File: src/rtl/core/eposp_pkg.sv
// Shared types and constants for the edge pixel orientation splitter.
package eposp_pkg;

   localparam int CFG_W   = 11;
   localparam int PIX_W   = 8;
   localparam int MARK_W  = 8;
   localparam int FLAG_W  = 2;
   localparam int CSR_IDX_W = 1;

   localparam logic [CFG_W-1:0]  CFG_SIZE_RESET = 11'd1024;
   localparam logic [MARK_W-1:0] MARK_ON  = 8'hFF;
   localparam logic [MARK_W-1:0] MARK_OFF = 8'h00;

   localparam logic CMD_PIXEL = 1'b0;
   localparam logic CMD_DRAIN = 1'b1;

   localparam logic [CSR_IDX_W-1:0] CSR_IMAGE_WIDTH  = 1'b0;
   localparam logic [CSR_IDX_W-1:0] CSR_IMAGE_HEIGHT = 1'b1;

   typedef struct packed {
      logic [MARK_W-1:0] horizontal_mark;
      logic [MARK_W-1:0] vertical_mark;
      logic              frame_end;
   } rsp_payload_type;

   typedef struct packed {
      logic            valid;
      rsp_payload_type payload;
   } push_type;

endpackage

File: src/rtl/core/eposp_if.sv
// Request, response and register write channel interfaces.
interface eposp_req_if import eposp_pkg::*; ();
   logic             valid;
   logic             ready;
   logic             cmd;
   logic [PIX_W-1:0] pixel;

   modport source (output valid, output cmd, output pixel, input ready);
   modport sink   (input valid, input cmd, input pixel, output ready);
endinterface

interface eposp_rsp_if import eposp_pkg::*; ();
   logic              valid;
   logic              ready;
   logic [MARK_W-1:0] horizontal_mark;
   logic [MARK_W-1:0] vertical_mark;
   logic              frame_end;

   modport source (output valid, output horizontal_mark, output vertical_mark,
                   output frame_end, input ready);
   modport sink   (input valid, input horizontal_mark, input vertical_mark,
                   input frame_end, output ready);
endinterface

interface eposp_csr_if import eposp_pkg::*; ();
   logic                 valid;
   logic                 ready;
   logic [CSR_IDX_W-1:0] index;
   logic [CFG_W-1:0]     data;

   modport source (output valid, output index, output data, input ready);
   modport sink   (input valid, input index, input data, output ready);
endinterface

File: src/rtl/core/eposp_flag_ram.sv
// Line flag RAM: one write port, two registered read ports, write-first forwarding.
module eposp_flag_ram import eposp_pkg::*; #(
   parameter int DEPTH = 1024,
   parameter int AW    = 10
) (
   input  logic              clock,
   input  logic              rd_en,
   input  logic [AW-1:0]     rd_addr0,
   input  logic [AW-1:0]     rd_addr1,
   output logic [FLAG_W-1:0] rd_data0,
   output logic [FLAG_W-1:0] rd_data1,
   input  logic              wr_en,
   input  logic [AW-1:0]     wr_addr,
   input  logic [FLAG_W-1:0] wr_data
);

   logic [FLAG_W-1:0] mem [DEPTH];
   logic [FLAG_W-1:0] rd_data0_ff;
   logic [FLAG_W-1:0] rd_data1_ff;

   always_ff @(posedge clock) begin
      if (wr_en) begin
         mem[wr_addr] <= wr_data;
      end
   end

   always_ff @(posedge clock) begin
      if (rd_en) begin
         rd_data0_ff <= (wr_en && (wr_addr == rd_addr0)) ? wr_data : mem[rd_addr0];
         rd_data1_ff <= (wr_en && (wr_addr == rd_addr1)) ? wr_data : mem[rd_addr1];
      end
   end

   assign rd_data0 = rd_data0_ff;
   assign rd_data1 = rd_data1_ff;

endmodule

File: src/rtl/core/eposp_scan.sv
// Raster scan control: size registers, counters, neighbor window and mark logic.
module eposp_scan import eposp_pkg::*; #(
   parameter int MAX_WIDTH  = 1024,
   parameter int MAX_HEIGHT = 1024,
   parameter int AW         = 10
) (
   input  logic              clock,
   input  logic              reset,
   eposp_req_if.sink         req_bus,
   eposp_csr_if.sink         csr_bus,
   input  logic              in_ready,
   output logic              rd_en,
   output logic [AW-1:0]     rd_addr0,
   output logic [AW-1:0]     rd_addr1,
   input  logic [FLAG_W-1:0] rd_data0,
   input  logic [FLAG_W-1:0] rd_data1,
   output logic              wr_en,
   output logic [AW-1:0]     wr_addr,
   output logic [FLAG_W-1:0] wr_data,
   output push_type          push
);

   localparam int WVW = ($clog2(MAX_WIDTH + 1) > CFG_W) ? $clog2(MAX_WIDTH + 1) : CFG_W;
   localparam int HVW = ($clog2(MAX_HEIGHT + 1) > CFG_W) ? $clog2(MAX_HEIGHT + 1) : CFG_W;
   localparam int RW  = (MAX_HEIGHT > 1) ? $clog2(MAX_HEIGHT) : 1;

   logic [CFG_W-1:0] width_ff;
   logic [CFG_W-1:0] height_ff;
   logic [AW-1:0]    col_ff,   col_in;
   logic [RW-1:0]    row_ff,   row_in;
   logic [WVW-1:0]   pend_ff,  pend_in;
   logic             drain_ff, drain_in;
   logic             win_ff,   win_in;

   logic [WVW-1:0] w_raw, w_eff, col_next_x;
   logic [HVW-1:0] h_raw, h_eff, row_next_x;
   logic           accept, own, left, right, below, last_col, last_row, drain_last;

   assign csr_bus.ready = 1'b1;
   assign req_bus.ready = in_ready;
   assign accept        = req_bus.valid && in_ready;

   always_ff @(posedge clock) begin
      if (reset) begin
         width_ff  <= CFG_SIZE_RESET;
         height_ff <= CFG_SIZE_RESET;
      end else if (csr_bus.valid) begin
         unique case (csr_bus.index)
            CSR_IMAGE_WIDTH:  width_ff  <= csr_bus.data;
            CSR_IMAGE_HEIGHT: height_ff <= csr_bus.data;
            default: ;
         endcase
      end
   end

   // size clamp: zero acts as one, oversize acts as the maximum
   always_comb begin
      w_raw = WVW'(width_ff);
      h_raw = HVW'(height_ff);
      if (w_raw == '0) begin
         w_eff = WVW'(1);
      end else if (w_raw > WVW'(MAX_WIDTH)) begin
         w_eff = WVW'(MAX_WIDTH);
      end else begin
         w_eff = w_raw;
      end
      if (h_raw == '0) begin
         h_eff = HVW'(1);
      end else if (h_raw > HVW'(MAX_HEIGHT)) begin
         h_eff = HVW'(MAX_HEIGHT);
      end else begin
         h_eff = h_raw;
      end
   end

   assign own        = rd_data0[0];
   assign col_next_x = WVW'(col_ff) + WVW'(1);
   assign row_next_x = HVW'(row_ff) + HVW'(1);
   assign last_col   = (col_next_x >= w_eff);
   assign last_row   = (row_next_x >= h_eff);
   assign left       = (col_ff != '0) && win_ff;
   assign right      = !last_col && rd_data1[0];
   assign below      = (req_bus.pixel != '0);
   assign drain_last = (pend_ff <= WVW'(1));

   always_comb begin
      col_in   = col_ff;
      row_in   = row_ff;
      pend_in  = pend_ff;
      drain_in = drain_ff;
      win_in   = win_ff;
      push     = '0;
      wr_en    = 1'b0;
      wr_addr  = col_ff;
      wr_data  = {own, below};
      if (accept) begin
         if (!drain_ff) begin
            if (req_bus.cmd == CMD_PIXEL) begin
               if (row_ff != '0) begin
                  push.valid = 1'b1;
                  push.payload.horizontal_mark = (own && (left || right)) ? MARK_ON : MARK_OFF;
                  push.payload.vertical_mark =
                     (own && (((HVW'(row_ff) >= HVW'(2)) && rd_data0[1]) || below)) ?
                     MARK_ON : MARK_OFF;
                  push.payload.frame_end = 1'b0;
               end
               wr_en  = 1'b1;
               win_in = own;
               if (last_col) begin
                  col_in = '0;
                  win_in = 1'b0;
                  if (last_row) begin
                     drain_in = 1'b1;
                     pend_in  = w_eff;
                  end else begin
                     row_in = row_ff + RW'(1);
                  end
               end else begin
                  col_in = col_ff + AW'(1);
               end
            end
         end else if (req_bus.cmd == CMD_DRAIN) begin
            push.valid = 1'b1;
            push.payload.horizontal_mark = (own && (left || right)) ? MARK_ON : MARK_OFF;
            push.payload.vertical_mark =
               (own && (row_ff != '0) && rd_data0[1]) ? MARK_ON : MARK_OFF;
            push.payload.frame_end = drain_last;
            win_in = own;
            if (drain_last) begin
               pend_in  = '0;
               col_in   = '0;
               row_in   = '0;
               win_in   = 1'b0;
               drain_in = 1'b0;
            end else begin
               pend_in = pend_ff - WVW'(1);
               col_in  = col_ff + AW'(1);
            end
         end
      end
   end

   // prefetch the flags of the next column and its right neighbor
   assign rd_en    = accept;
   assign rd_addr0 = col_in;
   assign rd_addr1 = col_in + AW'(1);

   always_ff @(posedge clock) begin
      if (reset) begin
         col_ff   <= '0;
         row_ff   <= '0;
         pend_ff  <= '0;
         drain_ff <= 1'b0;
         win_ff   <= 1'b0;
      end else begin
         col_ff   <= col_in;
         row_ff   <= row_in;
         pend_ff  <= pend_in;
         drain_ff <= drain_in;
         win_ff   <= win_in;
      end
   end

endmodule

File: src/rtl/core/eposp_out_buf.sv
// Response output register with skid slot.
module eposp_out_buf import eposp_pkg::*; (
   input  logic        clock,
   input  logic        reset,
   input  push_type    push,
   output logic        in_ready,
   eposp_rsp_if.source rsp_bus
);

   logic            out_valid_ff,  out_valid_in;
   logic            skid_valid_ff, skid_valid_in;
   rsp_payload_type out_data_ff,   out_data_in;
   rsp_payload_type skid_data_ff,  skid_data_in;
   logic            pop;

   assign pop      = out_valid_ff && rsp_bus.ready;
   assign in_ready = !skid_valid_ff;

   always_comb begin
      out_valid_in  = out_valid_ff;
      out_data_in   = out_data_ff;
      skid_valid_in = skid_valid_ff;
      skid_data_in  = skid_data_ff;
      if (skid_valid_ff) begin
         if (pop) begin
            out_valid_in  = 1'b1;
            out_data_in   = skid_data_ff;
            skid_valid_in = 1'b0;
         end
      end else if (!out_valid_ff || pop) begin
         out_valid_in = push.valid;
         out_data_in  = push.payload;
      end else if (push.valid) begin
         skid_valid_in = 1'b1;
         skid_data_in  = push.payload;
      end
   end

   always_ff @(posedge clock) begin
      if (reset) begin
         out_valid_ff  <= 1'b0;
         skid_valid_ff <= 1'b0;
      end else begin
         out_valid_ff  <= out_valid_in;
         skid_valid_ff <= skid_valid_in;
      end
   end

   always_ff @(posedge clock) begin
      out_data_ff  <= out_data_in;
      skid_data_ff <= skid_data_in;
   end

   assign rsp_bus.valid           = out_valid_ff;
   assign rsp_bus.horizontal_mark = out_data_ff.horizontal_mark;
   assign rsp_bus.vertical_mark   = out_data_ff.vertical_mark;
   assign rsp_bus.frame_end       = out_data_ff.frame_end;

endmodule

File: src/rtl/core/edge_pixel_orientation_split_top.sv
// Edge pixel orientation splitter, top level.
// Takes one edge pixel per clock in raster order and returns, for each pixel,
// a horizontal and a vertical mark (255 on an edge pixel with an edge neighbor
// along that axis, else 0) one row later, once its lower neighbor has arrived;
// pixel requests of the first row return nothing. After the last pixel of a
// frame, send image_width drain requests (cmd = 1) to flush the last row; the
// final result carries frame_end. Throughput is one request per clock with no
// bubbles while the skid slot is free: the line flag RAM is read for the next
// column and its right neighbor while the current column is written back, with
// write-first forwarding on collisions. A result is registered into the response
// register when its request is accepted, or into the skid slot while that
// register is stalled; the two let requests continue while a result waits. Write
// the size registers only between frames.
module edge_pixel_orientation_split_top import eposp_pkg::*; #(
   parameter int MAX_WIDTH  = 1024,
   parameter int MAX_HEIGHT = 1024
) (
   input  logic        clock,
   input  logic        reset,
   eposp_req_if.sink   req_bus,
   eposp_rsp_if.source rsp_bus,
   eposp_csr_if.sink   csr_bus
);

   localparam int AW = $clog2(MAX_WIDTH);

   logic              in_ready;
   logic              rd_en, wr_en;
   logic [AW-1:0]     rd_addr0, rd_addr1, wr_addr;
   logic [FLAG_W-1:0] rd_data0, rd_data1, wr_data;
   push_type          push;

   eposp_scan #(
      .MAX_WIDTH  (MAX_WIDTH),
      .MAX_HEIGHT (MAX_HEIGHT),
      .AW         (AW)
   ) u_scan (
      .clock    (clock),
      .reset    (reset),
      .req_bus  (req_bus),
      .csr_bus  (csr_bus),
      .in_ready (in_ready),
      .rd_en    (rd_en),
      .rd_addr0 (rd_addr0),
      .rd_addr1 (rd_addr1),
      .rd_data0 (rd_data0),
      .rd_data1 (rd_data1),
      .wr_en    (wr_en),
      .wr_addr  (wr_addr),
      .wr_data  (wr_data),
      .push     (push)
   );

   eposp_flag_ram #(
      .DEPTH (MAX_WIDTH),
      .AW    (AW)
   ) u_ram (
      .clock    (clock),
      .rd_en    (rd_en),
      .rd_addr0 (rd_addr0),
      .rd_addr1 (rd_addr1),
      .rd_data0 (rd_data0),
      .rd_data1 (rd_data1),
      .wr_en    (wr_en),
      .wr_addr  (wr_addr),
      .wr_data  (wr_data)
   );

   eposp_out_buf u_out (
      .clock    (clock),
      .reset    (reset),
      .push     (push),
      .in_ready (in_ready),
      .rsp_bus  (rsp_bus)
   );

endmodule

File: src/flat_wrapper.sv
// flat-port wrapper written by rule: the top's interface ports become plain ports
module edge_pixel_orientation_split_top_flat import eposp_pkg::*;
#(
   parameter int MAX_WIDTH  = 1024,
   parameter int MAX_HEIGHT = 1024
)
  (clock, reset, req_bus_valid, req_bus_cmd, req_bus_pixel, req_bus_ready, rsp_bus_valid, rsp_bus_horizontal_mark, rsp_bus_vertical_mark, rsp_bus_frame_end, rsp_bus_ready, csr_bus_valid, csr_bus_index, csr_bus_data, csr_bus_ready);
  eposp_req_if req_bus_i ();
  eposp_rsp_if rsp_bus_i ();
  eposp_csr_if csr_bus_i ();
  input  logic clock;
  input  logic reset;
  input wire logic [$bits(req_bus_i.valid)-1:0] req_bus_valid;
  input wire logic [$bits(req_bus_i.cmd)-1:0] req_bus_cmd;
  input wire logic [$bits(req_bus_i.pixel)-1:0] req_bus_pixel;
  output wire logic [$bits(req_bus_i.ready)-1:0] req_bus_ready;
  output wire logic [$bits(rsp_bus_i.valid)-1:0] rsp_bus_valid;
  output wire logic [$bits(rsp_bus_i.horizontal_mark)-1:0] rsp_bus_horizontal_mark;
  output wire logic [$bits(rsp_bus_i.vertical_mark)-1:0] rsp_bus_vertical_mark;
  output wire logic [$bits(rsp_bus_i.frame_end)-1:0] rsp_bus_frame_end;
  input wire logic [$bits(rsp_bus_i.ready)-1:0] rsp_bus_ready;
  input wire logic [$bits(csr_bus_i.valid)-1:0] csr_bus_valid;
  input wire logic [$bits(csr_bus_i.index)-1:0] csr_bus_index;
  input wire logic [$bits(csr_bus_i.data)-1:0] csr_bus_data;
  output wire logic [$bits(csr_bus_i.ready)-1:0] csr_bus_ready;
  assign req_bus_i.valid = req_bus_valid;
  assign req_bus_i.cmd = req_bus_cmd;
  assign req_bus_i.pixel = req_bus_pixel;
  assign req_bus_ready = req_bus_i.ready;
  assign rsp_bus_valid = rsp_bus_i.valid;
  assign rsp_bus_horizontal_mark = rsp_bus_i.horizontal_mark;
  assign rsp_bus_vertical_mark = rsp_bus_i.vertical_mark;
  assign rsp_bus_frame_end = rsp_bus_i.frame_end;
  assign rsp_bus_i.ready = rsp_bus_ready;
  assign csr_bus_i.valid = csr_bus_valid;
  assign csr_bus_i.index = csr_bus_index;
  assign csr_bus_i.data = csr_bus_data;
  assign csr_bus_ready = csr_bus_i.ready;
  edge_pixel_orientation_split_top #(.MAX_WIDTH(MAX_WIDTH), .MAX_HEIGHT(MAX_HEIGHT)) u_core (.clock(clock), .reset(reset), .req_bus(req_bus_i), .rsp_bus(rsp_bus_i), .csr_bus(csr_bus_i));
endmodule
File: config.mk
export PLATFORM = sky130hd
export DESIGN_NAME = edge_pixel_orientation_split_top_flat
export DESIGN_NICKNAME = d
export VERILOG_FILES = /design/src/rtl/core/eposp_pkg.sv /design/src/rtl/core/eposp_if.sv /design/src/rtl/core/eposp_flag_ram.sv /design/src/rtl/core/eposp_scan.sv /design/src/rtl/core/eposp_out_buf.sv /design/src/rtl/core/edge_pixel_orientation_split_top.sv /design/src/flat_wrapper.sv
export SDC_FILE = /design/constraint.sdc
export NUM_CORES = 2
export LEC_CHECK = 0
export BUFFER_PORTS_ARGS = -buffer_cell sky130_fd_sc_hd__buf_4
export CAP_MARGIN = 20
export CORE_UTILIZATION = 45
export DETAILED_ROUTE_END_ITERATION = 8
export PLACE_DENSITY_LB_ADDON = 0.08
export SLEW_MARGIN = 20
export SYNTH_ARGS = -nofsm -noshare
export SYNTH_HDL_FRONTEND = slang
export SYNTH_SLANG_ARGS = --single-unit
File: constraint.sdc
create_clock -name clock -period 46.3 [get_ports clock]
set_input_delay 0 -clock clock [delete_from_list [all_inputs] [get_ports clock]]
set_output_delay 0 -clock clock [all_outputs]
set_load 0.005 [all_outputs]
# ---- After elaboration in Yosys (flattened, before gate mapping)
# Memory sizes are Yosys's and may differ from the RTL's. A register that Yosys moved wholly into a read port is not among the register bits.
# Cells that the tools add are included.
dict set report op_classes {
  add_sub_neg 6
  order_cmp 6
  n_eq_ne 6
  n_mux 57
  bitwise_logic 3
  n_reduce_logical 31
}
# operator n
set ops {}
lappend ops {{two-way mux 10 bit} 12}
lappend ops {{two-way mux 11 bit} 10}
lappend ops {{two-way mux 18 bit} 5}
lappend ops {{two-way mux 17 bit} 3}
lappend ops {{adder 10 x 1 -> 10 bit, second input constant} 3}
lappend ops {{two-way mux 1 bit} 24}
lappend ops {{two-way mux 8 bit} 3}
lappend ops {{adder 10 x 1 -> 11 bit, second input constant} 2}
lappend ops {{>= comparator 11 bit} 2}
lappend ops {{> comparator 11 bit, second input constant} 2}
lappend ops {{zero test 11 bit} 2}
lappend ops {{nonzero test 10 bit} 2}
lappend ops {{less-or-equal comparator 11 x 1 -> 1 bit, second input constant} 1}
lappend ops {{subtractor 11 x 1 -> 11 bit, second input constant} 1}
lappend ops {{equality test 10 bit} 1}
lappend ops {{>= comparator 10 x 2 -> 1 bit, second input constant} 1}
lappend ops {{logical AND 1 bit} 10}
lappend ops {{nonzero test 8 bit} 1}
lappend ops {{inequality test 2 x 1 -> 1 bit, second input constant} 3}
lappend ops {{AND reduction 2 bit} 3}
lappend ops {{AND reduction 3 bit} 2}
lappend ops {{AND reduction 6 bit} 1}
lappend ops {{nonzero test 2 bit} 3}
lappend ops {{AND reduction 5 bit} 1}
lappend ops {{4 further kinds} 11}
dict set report totals {
  reg_bits 92
  ramBits 2048
  in_bits 26
  output_inout_bits 20
  memories 1
}
# name depth word_bits rd rd_ports_with_merged_regs wr line
set mem_list {}
lappend mem_list {u_core.u_ram.mem 1024 2 2 1 1 eposp_flag_ram.sv:17} ;# logic [FLAG_W-1:0] mem [DEPTH];

# ---- Depth between registers and ports, before layout
dict set report logic_depth {
  ltp_word 16
  mapped_depth 31
  ltp_nobuf 21
}

# ---- Cells and area by module
# From an unflattened synthesis, not the netlist that was laid out.
dict set report unflattened {
  cells_unflattened 6847
  hier_area_um2 106891.3
}
# mod instances cells_per_inst area_each_um2 seq_area_each_um2
set modules_own_cells {}
lappend modules_own_cells {eposp_flag_ram 1 6228 101421.0 61619.1}
lappend modules_own_cells {eposp_scan 1 554 4124.0 1101.1}
lappend modules_own_cells {eposp_out_buf 1 65 1346.3 1061.0}

# ---- Worst setup path after synthesis
# OpenSTA, ideal clock, no wires.
dict set report synth_timing {
  path_type {input to register}
  startpoint {input port req_bus_pixel[4]}
  endpoint {memory u_core.u_ram.mem[0][0], data pin}
  setup_time_ps 2712
  arrival_time_ps 12085
  required_ps 43588
  setup_slack_ps 31504
  stages 2
  n_path_buf 0
  path_cell_list {nor4_1 -> nand2_1}
}
dict set report synth_between {
  elab_chain_len 1
}
# item line
set synth_lines {}
lappend synth_lines {{start: declaration} flat_wrapper.sv:15} ;# input wire logic [$bits(req_bus_i.pixel)-1:0] req_bus_pixel;
lappend synth_lines {{nonzero test 8 bit} eposp_scan.sv:83} ;# assign below = (req_bus.pixel != '0);
lappend synth_lines {{via u_core.u_scan.below} eposp_scan.sv:37} ;# logic accept, own, left, right, below, last_col, last_row, drain_last;
lappend synth_lines {{end: declaration} eposp_flag_ram.sv:17}
# The timed path passes the listed nets, and every way through them passes these cells.

# ---- Worst setup path in the final report
dict set report layout_timing {
  startpoint {register u_core.u_scan.col_ff[2], in the netlist u_core.u_scan.wr_addr[2]}
  endpoint {register u_core.u_ram.rd_data0_ff[0], in the netlist u_core.u_ram.rd_data0[0], read port of u_core.u_ram.mem, data pin}
}
dict set report layout_between {
  elab_chain_len 6
}
# item line
set layout_lines {}
lappend layout_lines {{start: declaration} eposp_scan.sv:29} ;# logic [AW-1:0] col_ff, col_in;
lappend layout_lines {{start signal: assignment} eposp_scan.sv:156} ;# col_ff <= col_in;
lappend layout_lines {{adder 10 x 1 -> 11 bit} eposp_scan.sv:77} ;# assign col_next_x = WVW'(col_ff) + WVW'(1);
lappend layout_lines {{>= comparator 11 bit} eposp_scan.sv:79} ;# assign last_col = (col_next_x >= w_eff);
lappend layout_lines {{two-way mux 10 bit} eposp_scan.sv:109} ;# if (last_col) begin
lappend layout_lines {{two-way mux 10 bit} eposp_scan.sv:98} ;# if (req_bus.cmd == CMD_PIXEL) begin
lappend layout_lines {{two-way mux 10 bit} eposp_scan.sv:97} ;# if (!drain_ff) begin
lappend layout_lines {{two-way mux 10 bit (*)} eposp_scan.sv:96} ;# if (accept) begin
lappend layout_lines {{end: declaration} eposp_flag_ram.sv:18} ;# logic [FLAG_W-1:0] rd_data0_ff;
# Every way passes the cells marked *; elsewhere a longest branch is shown, timed or not.
# A chain may end at the register's enable or synchronous reset.

==> flow_metrics.py <==
metrics = {
    "worst_setup_path": {
        "cpPeakStageDelay_ps": 1020,
        "worstPathRequired_ps": 47010,
        "worst_r2r_startpoint": "u_core.u_scan.wr_addr[2]",
        "crit_path_cell_trace": "nand3_1, nor4b_1, xnor2_1, inv_1, ha_1, nand2_1, o21ai_0, a221o_1, o21a_4, buf_4, buf_4, buf_4, nor2_4, buf_4, nand3_1, a31oi_1, nor4_1, nor4_1, nor4_1, a311oi_1, o31ai_1",
        "critical-path-top-cell-by-count": "buf_4",
        "worst_reg2reg_path_depth": 21,
        "critical_path_class": "reg -> reg",
        "cpMaxStageDelayCell": "dfxtp_1",
        "crit_path_max_fanout": 36,
        "crit_path_end_kind": "flop",
        "worst-endpoint-arrival_ps": 10130,
        "critical_path.startpoint_type": "flop",
        "r2r-end": "u_core.u_ram.rd_data0[0]",
        "ff2ff_setup_slack_ps": 36890,
    },
    "detailed_routing": {
        "drt_iter0_markers": 11950,
        "drc": 0,
        "antenna_violating_nets_post_route": 0,
        "post_drt_via_cell_ratio": 6.609,
        "finalWirelength_um": 392400,
        "routed_wire_length_per_instance_um": 34.54,
        "firstDrtPassIters": 7,
        "routed-via-count": 75080,
    },
    "timing": {
        "layout_min_cycle_time_ps": 9414,
        "rsz0062_at_grt": "no",
        "report.final.setup_viol": 0,
        "final_min_period_over_clock_period_pct": 20.33,
        "finalSetupTns_ps": 0,
        "timing_worst_slew_pin_value_ps": 1301,
        "final_hold_viol_count": 0,
        "clock-skew-final_ps": 59.38,
        "slew_headroom_pct": 12.87,
        "fmax_mhz": 106.2,
        "slew_violations": 0,
    },
    "placement": {
        "gpl.final_weighted_congestion": 0.9246,
        "io_buffers": 44,
        "place_hpwl_um": 226200,
    },
    "power": {
        "vdd_ir_drop_max_v": 0.00004033,
        "power.density_nw_per_um2": 38.46,
        "p_leak_nw": 38.48,
    },
    "synthesis": {
        "synth_warnings": 0,
        "synthCells": 8379,
        "post_synth_instance_area_sq_um": 99700,
        "postSynth.topFlopCell": "edfxtp_1",
        "netlist-cell-type-count": 94,
        "synth.ff_latch_count": 2114,
        "synth_enable_flop_cells": 2057,
        "synth_nets": 8439,
        "synth_async_sr_flop_share_pct": 0,
        "postSynthAreaPerCell_sq_um": 11.90,
        "synth.yosys.seq_area_share_pct": 63.10,
    },
    "worst_hold_path": {
        "timing.hold.worst_endpoint": "u_core.u_out.skid_data_ff[7]",
        "worstHoldStart": "rsp_bus_ready",
        "min-delay-path-class": "in -> reg",
        "hold-path-cell-count": 3,
    },
    "clocking": {
        "tritoncts.num_buffers": 223,
        "buffers_from_clock_root_to_sink_at_most": 3,
        "clkLatencyLatePin_ps": 910,
        "cts_sinks": 2114,
        "htree_num_levels": 4,
        "clk_pin_slew_worst_paths_ps": 70,
        "cts_root_buffer": "clkbuf_16",
        "postCtsResizedCells": 0,
        "tritoncts": "done",
    },
    "die": {
        "die-width_um": 472.7,
        "core_area_sq_um": 219900,
        "die_area_sq_um": 223400,
        "die_span_in_y_um": 472.7,
        "floorplan.io_pins": 46,
        "row_count": 172,
        "start_util_pct": 45.33,
    },
    "grt": {
        "antenna_found_initial": 42,
        "grt_max_degree": 239,
        "first_pass_grt_wire_length_um": 547100,
        "grt_pass1_vias": 70780,
        "all_layer_global_routing_usage_pct": 34.63,
        "remaining_global_route_overflow": 0,
    },
    "cells_and_area": {
        "utilization_pct": 50.27,
        "drive_gt1_share_pct": 11.76,
        "syn2layout_area_growth_pct": 10.90,
        "nets_finish": 8252,
    },
    "run_status": {
        "outcome": "finished clean",
    },
    "run": {
        "cap_viol_max_count": 0,
    },
}
layer usage:
metal / vias up / routed length (um) / part of all wire (%) / track usage (%)
li1: 30820 / - / - / -
met1: 38200 / 152500 / 39 / 47.37
met5: - / 207 / 0.053 / 0
met2: 5064 / 172200 / 44 / 51.24
met4: 36 / 21240 / 5.4 / 17.51
met3: 966 / 46260 / 12 / 8.623
power breakdown:
part           switching (mW)  internal (mW)  leakage (nW)
logic                   0.263          0.106          13.4
registers             0.00316           2.11          21.6
clock network           0.800          0.967          3.45
cell usage after synthesis (6+ instances only):
| cell type | n | area share, % |
|---|---|---|
| nor4_1 | 65 | 0.41 |
| and2_1 | 12 | 0.075 |
| o32ai_1 | 11 | 0.097 |
| o221ai_1 | 94 | 0.83 |
| xnor2_1 | 16 | 0.14 |
| o21ai_0 | 89 | 0.45 |
| clkbuf_1 | 387 | 1.5 |
| mux2i_1 | 346 | 3.5 |
| o31ai_1 | 8 | 0.060 |
| and3_1 | 91 | 0.57 |
| buf_4 | 61 | 0.46 |
| a32oi_1 | 71 | 0.62 |
| a31oi_1 | 92 | 0.58 |
| a21o_1 | 7 | 0.053 |
| nand4_1 | 51 | 0.32 |
| a211o_1 | 7 | 0.061 |
| mux4_2 | 281 | 6.3 |
| buf_2 | 243 | 1.2 |
| mux2_2 | 12 | 0.14 |
| o211ai_1 | 11 | 0.083 |
| a221oi_1 | 31 | 0.27 |
| a22oi_1 | 12 | 0.090 |
| xor2_1 | 9 | 0.079 |
| nand2b_1 | 6 | 0.038 |
| nand3_1 | 572 | 2.9 |
| o21a_1 | 10 | 0.075 |
| nor2_1 | 1139 | 4.3 |
| nand2_1 | 1709 | 6.4 |
| o22ai_1 | 49 | 0.31 |
| nor3_1 | 97 | 0.49 |
| a2111oi_0 | 14 | 0.12 |
| a32o_1 | 6 | 0.060 |
| a21oi_1 | 292 | 1.5 |
| or4_1 | 22 | 0.17 |
| buf_1 | 28 | 0.11 |
| a31o_2 | 6 | 0.053 |
| dfxtp_1 | 57 | 1.1 |
| ha_1 | 34 | 0.43 |
| a211oi_1 | 48 | 0.36 |
| or3_1 | 11 | 0.069 |
| inv_1 | 42 | 0.16 |
| a311oi_1 | 64 | 0.56 |
| edfxtp_1 | 2057 | 62 |
| o2111ai_1 | 8 | 0.070 |
| nor2b_1 | 6 | 0.038 |
cell usage in the layout, fill, tap and decap left out, drive strengths merged, types with 13 or more instances in the layout:
| cell type | n |
|---|---|
| edfxtp | 2057 |
| a2111oi | 14 |
| dfxtp | 57 |
| dlygate4sd3 | 57 |
| or4 | 22 |
| clkbuf | 266 |
| o21ai | 96 |
| inv | 50 |
| bufinv | 13 |
| nand2 | 1709 |
| nor3 | 97 |
| and2 | 13 |
| diode | 19 |
| a311oi | 64 |
| nor2 | 1141 |
| nand3 | 572 |
| a221oi | 32 |
| a211oi | 49 |
| a32oi | 71 |
| ha | 34 |
| mux2i | 346 |
| clkinv | 127 |
| and3 | 91 |
| a31oi | 93 |
| o22ai | 49 |
| mux4 | 281 |
| nand4 | 52 |
| a21oi | 292 |
| nor4 | 67 |
| buf | 254 |
| xnor2 | 17 |
| o221ai | 95 |
flip-flops by register name, indices dropped and copies added, names as in the netlist:
signal	flops
u_core.u_scan.pend_ff	11
u_core.u_out.rsp_bus.vertical_mark	1
u_core.u_out.skid_valid_ff	1
u_core.u_scan.h_raw	11
u_core.u_ram.mem	2048
u_core.u_scan.win_ff	1
u_core.u_ram.rd_data0	2
u_core.u_out.rsp_bus.valid	1
u_core.u_scan.drain_ff	1
u_core.u_scan.row_ff	10
u_core.u_ram.rd_data1	1
u_core.u_out.rsp_bus.frame_end	1
u_core.u_out.rsp_bus.horizontal_mark	1
u_core.u_out.skid_data_ff	3
u_core.u_scan.w_raw	11
u_core.u_scan.wr_addr	10
layout make-up:
type | instances | area [sq um]
timing repair buffer | 311 | 2679
clock inverter | 151 | 1231
inverter | 46 | 187.7
clock buffer | 266 | 5814
multi-input combinational | 5496 | 34000
fill | 19440 | 109400
sequential | 2114 | 62910
tap | 2958 | 3701
antenna | 19 | 47.55
kinds of logic after synthesis:
kind of cell	Yosys count	share of synthesized area [%]
AOI/OAI and AO/OA	986	6.794
xor gates and xnor gates	26	0.2359
adders and majority gates	34	0.4267
buffers and inverters	769	3.460
DFF	2114	63.10
muxes	639	9.957
other	1	0.003761
and+or+nand+nor	3810	16.02
through the flow:
stage	hold slack [ps]	power, mW	worst slack, ps	area (sq um)	std cells
after detailed placement	271.8	2.515	37290	102900	10870
final	48.00	4.252	36890	110600	11360
after floorplan	136.0	2.434	31500	99700	8379
after CTS	0.06595	4.254	37260	110500	11340
after global routing	46.03	4.351	36860	110500	11350
after global placement	274.3	2.514	36680	102800	10860
worst max-delay path by stage:
stage / start / to / slack [ps] / depth (start not counted)
CTS: u_core.u_scan.wr_addr[2] / u_core.u_ram.rd_data0[0] / 37260 / 21
finish: u_core.u_scan.wr_addr[2] / u_core.u_ram.rd_data0[0] / 36890 / 21
global route: u_core.u_scan.wr_addr[2] / u_core.u_ram.rd_data0[0] / 36860 / 21
floorplan: req_bus_pixel[4] / u_core.u_ram.mem[0][0] / 31500 / 2
detailed placement: u_core.u_scan.wr_addr[2] / u_core.u_ram.rd_data0[0] / 37290 / 21
global placement: u_core.u_scan.wr_addr[2] / u_core.u_ram.rd_data0[0] / 36680 / 22
critical path: cells and delay by family (launching register included):
kind / cells / cell delay, ps
simple gates: 8 / 2930
compound gates: 6 / 2450
buf+inv: 5 / 2220
flops: 1 / 1020
fa+ha+maj: 1 / 300
xor+xnor: 1 / 210
what timing repair did:
action | CTS | global route
buffers inserted | 0 | 0
endpoints found under the hold margin | 118 | 0
hold buffers | 58 | 0
Note: power is estimated with default switching activity, not from simulation.
